$ cat src/rtl/crr_pkg.sv
// ----------------------------------------------------------------------------
// crr_pkg
// Shared types and codes for the cascaded range remapper: action codes,
// sequencer states and the layout of one stored range entry.
// ----------------------------------------------------------------------------
`default_nettype none

package crr_pkg;

    localparam int WORD_W   = 32;
    localparam int ACTION_W = 2;
    localparam int STAGE_W  = 3;

    localparam logic [WORD_W-1:0] ALL_ONES = '1;

    // action codes carried in tuser
    typedef enum logic [ACTION_W-1:0] {
        ACT_CLEAR = 2'd0,
        ACT_LOAD  = 2'd1,
        ACT_XLATE = 2'd2
    } action_t;

    // sequencer states
    typedef enum logic [2:0] {
        ST_IDLE,
        ST_CLEAR,
        ST_LOAD,
        ST_STAGE,
        ST_SCAN,
        ST_FINISH,
        ST_RESP
    } state_t;

    // one stored range entry
    typedef struct packed {
        logic [WORD_W-1:0] source;
        logic [WORD_W-1:0] dest;
        logic [WORD_W-1:0] length;
    } entry_t;

    // result of checking one entry against a value
    typedef struct packed {
        logic              hit;
        logic [WORD_W-1:0] mapped;
    } match_t;

endpackage

`default_nettype wire

$ cat src/rtl/crr_range_unit.sv
// ----------------------------------------------------------------------------
// crr_range_unit
// Shared range check: tests one entry against the running value and forms
// the saturated destination.
// ----------------------------------------------------------------------------
`default_nettype none

module crr_range_unit
    import crr_pkg::*;
(
    input  wire logic [WORD_W-1:0] value,
    input  wire entry_t            entry,
    output match_t                 result
);

    logic [WORD_W-1:0] offset;
    logic [WORD_W:0]   sum;

    // offset into the source range and shifted destination
    always_comb begin
        offset        = value - entry.source;
        sum           = {1'b0, entry.dest} + {1'b0, offset};
        result.hit    = (value >= entry.source) && (offset < entry.length);
        result.mapped = sum[WORD_W] ? ALL_ONES : sum[WORD_W-1:0];
    end

endmodule

`default_nettype wire

$ cat config.mk
export PLATFORM = sky130hd
export DESIGN_NAME = crr_range_unit
export DESIGN_NICKNAME = d
export VERILOG_FILES = /design/src/rtl/crr_pkg.sv /design/src/rtl/crr_range_unit.sv
export SDC_FILE = /design/constraint.sdc
export NUM_CORES = 1
export LEC_CHECK = 0
export ABC_AREA = 0
export BUFFER_PORTS_ARGS = -buffer_cell sky130_fd_sc_hd__buf_2
export CORE_ASPECT_RATIO = 1.75
export CORE_MARGIN = 2
export CORE_UTILIZATION = 35
export DETAILED_ROUTE_END_ITERATION = 10
export PLACE_DENSITY_LB_ADDON = 0.1
export SYNTH_ARGS = -nofsm -noshare
export SYNTH_HDL_FRONTEND = slang
export SYNTH_SLANG_ARGS = --single-unit
$ cat constraint.sdc
create_clock -name vclk -period 6.2
set_input_delay 1.24 -clock vclk [all_inputs]
set_output_delay 1.24 -clock vclk [all_outputs]
set_load 0.05 [all_outputs]
==> impl_metrics.yaml <==
finish:
  fillers: 1180
  mostFrequentLayoutCells: "buf_4, buf_2, ha_1, inv_1, a21o_1"
  final_common_cell: "buf_4"
  drive_above_1_share: 0.4808
  seq_cell_count: 0
  syn_to_final_growth_pct: 82.79
  fin_cells: 1186
  num_antenna_cells: 0
  nets: 1247
  clock_buffers: 0
  final-seq-area_um2: 0
  finish.utilization: 0.6507
drt:
  drtIter0Drc: 123
  drc: 0
  drt-wirelength-per-cell_um: 15.38
  drt-total-wl_um: 18240
  num_vias: 6228
  drtAntennaViolNets: 0
  first_pass_iters: 5
  routed_via_density: 5.251
sta:
  final.setup.tns_ns: -16.07
  rsz0062_at_grt: "yes"
  max_clock_freq_ghz: 0.1484
  drv_slew: 0
  fin_crit_ns: 6.740
  setup_viol: 33
  post-route-period-util: 1.087
  hold_violations: 0
  max_slew_margin: 0.6229
  setup_ws_ns: -0.5402
  worst_pin_slew_ns: 0.5605
power_and_ir_drop:
  power.leakage_nw: 4.379
  power-per-cell-area_nw_per_um2: 283.5
  peakVddDrop_uv: 299.5
  p_total_mw: 2.373
yosys:
  synthesis.area_um2: 4581
  netlist_instances: 664
  synth_area_per_cell_um2: 6.899
  yosysSeqAreaShare: 0
  synth.distinct_cells: 67
  syn_nets: 894
  yosys_warnings: 0
clocking:
  hold_buffers: 0
global_routing:
  grt.total_usage: 0.2468
  globalRouteOverflowTotal: 0
  grt_pass1_wl_um: 29100
  grt_pass1_vias: 6577
  grt_max_degree: 9
  antenna_found_initial: 0
floorplan:
  row_count: 55
  ioPinCount: 161
  die-height_um: 155.3
  dieWidth_um: 90.48
  coreArea_um2: 12870
  start_util: 0.3560
  die_area_um2: 14050
hold_path:
  hold_depth: 4
  hold_path_class: "in -> out"
worst_setup_path:
  startpoint_type: "input port"
  worstPathRequired_ns: 4.96
  crit_type: "in -> out"
  path_max_fanout: 7
  crit_arrival_ns: 5.50
  setup.worst_path.end_class: "output port"
run_status:
  status: "complete, but fails checks"
  violations: "setup timing"
place:
  pre_cts_ws_ns: -0.6808
  dp_cells: 1158
  dp_hpwl_um: 15540
  place.gp.congestion: 0.9322
  portBuffers: 161
job:
  cap_violations: 0
-- cells in the mapped netlist, drive strengths merged (4+ instances only) --
library cell  number  area [um^2]
ha               100         1251
inv               83        311.6
a21oi             61        312.8
nand2             54        202.7
a21o              46        345.3
nor2              43        161.4
o21ai             38        193.9
xnor2             29        254.0
xor2              18        157.7
nand4             15        93.84
a31oi             13        81.33
nand3             13        65.06
clkbuf            12        46.29
o21a              10        75.07
and3               8        50.05
o21bai             8        60.06
or2                8        50.05
a211oi             7        52.55
a21boi             7        52.55
o31ai              7        57.55
nand2b             6        37.54
buf                5        36.28
nor2b              5        31.28
o211ai             5        37.54
a211o              4        35.03
and4               4        35.03
nor3               4        20.02
nor4               4        25.02
o221ai             4        35.03
or3                4        25.02
-- layer usage --
layer  wire [um]  vias up  GRT usage
li1            -     3126          -
met1        6090     2898     0.2200
met2       10790      163     0.5451
met3         645       41    0.02373
met4         719        0    0.08571
met5           0        -          0
-- stage by stage --
step                instance area, um^2  hold WS (ns)
floorplan                          4980         2.792
global placement                   7295         2.999
detailed placement                 7295         3.010
CTS                                8254         2.940
global route                       8373         2.953
finish                             8373         2.940
-- cell families after synthesis --
kind of cell    synth area share
simple gates              0.1904
buf+inv                  0.08604
mux                     0.004371
xor+xnor                 0.08987
compound gates            0.3474
fa+ha+maj                 0.2819
-- worst paths after layout --
kind	from	end	slack (ns)
worst max-delay path	value[0]	result[29]	-0.54
worst min-delay path	entry[32]	result[0]	2.94
-- worst max-delay path, stage by stage --
cell       delay (ns)
buf_8            0.11
inv_12           0.04
ha_4             0.12
inv_2            0.04
fa_2             0.33
a21o_1           0.20
a221oi_2         0.30
a21o_1           0.22
o211ai_1         0.12
a41o_1           0.32
a2111oi_4        0.34
or3_4            0.21
xnor2_4          0.15
ha_4             0.25
a21oi_2          0.13
nand2_1          0.08
a311oi_2         0.36
o31ai_2          0.13
a21oi_4          0.22
buf_12           0.19
buf_12           0.17
o21ai_4          0.06
buf_6            0.15
-- cell type report --
type                       count  area [um^2]  share of cell area
timing repair buffer         368         2751              0.3286
inverter                      83        324.1             0.03870
tap                          171        214.0             0.02555
multi-input combinational    564         5084              0.6071
-- what timing repair did --
item,CTS,global route
gates cloned,2,0
setup buffers,21,5
pin swaps,39,9
gates resized for setup,160,14
setup endpoints to repair,33,33
-- where the power goes --
part           switching [mW]  internal [mW]
clock                       0              0
sequential                  0              0
combinational            1.26           1.11
total                    1.26           1.11
Note: power is estimated with default switching activity, not from simulation.
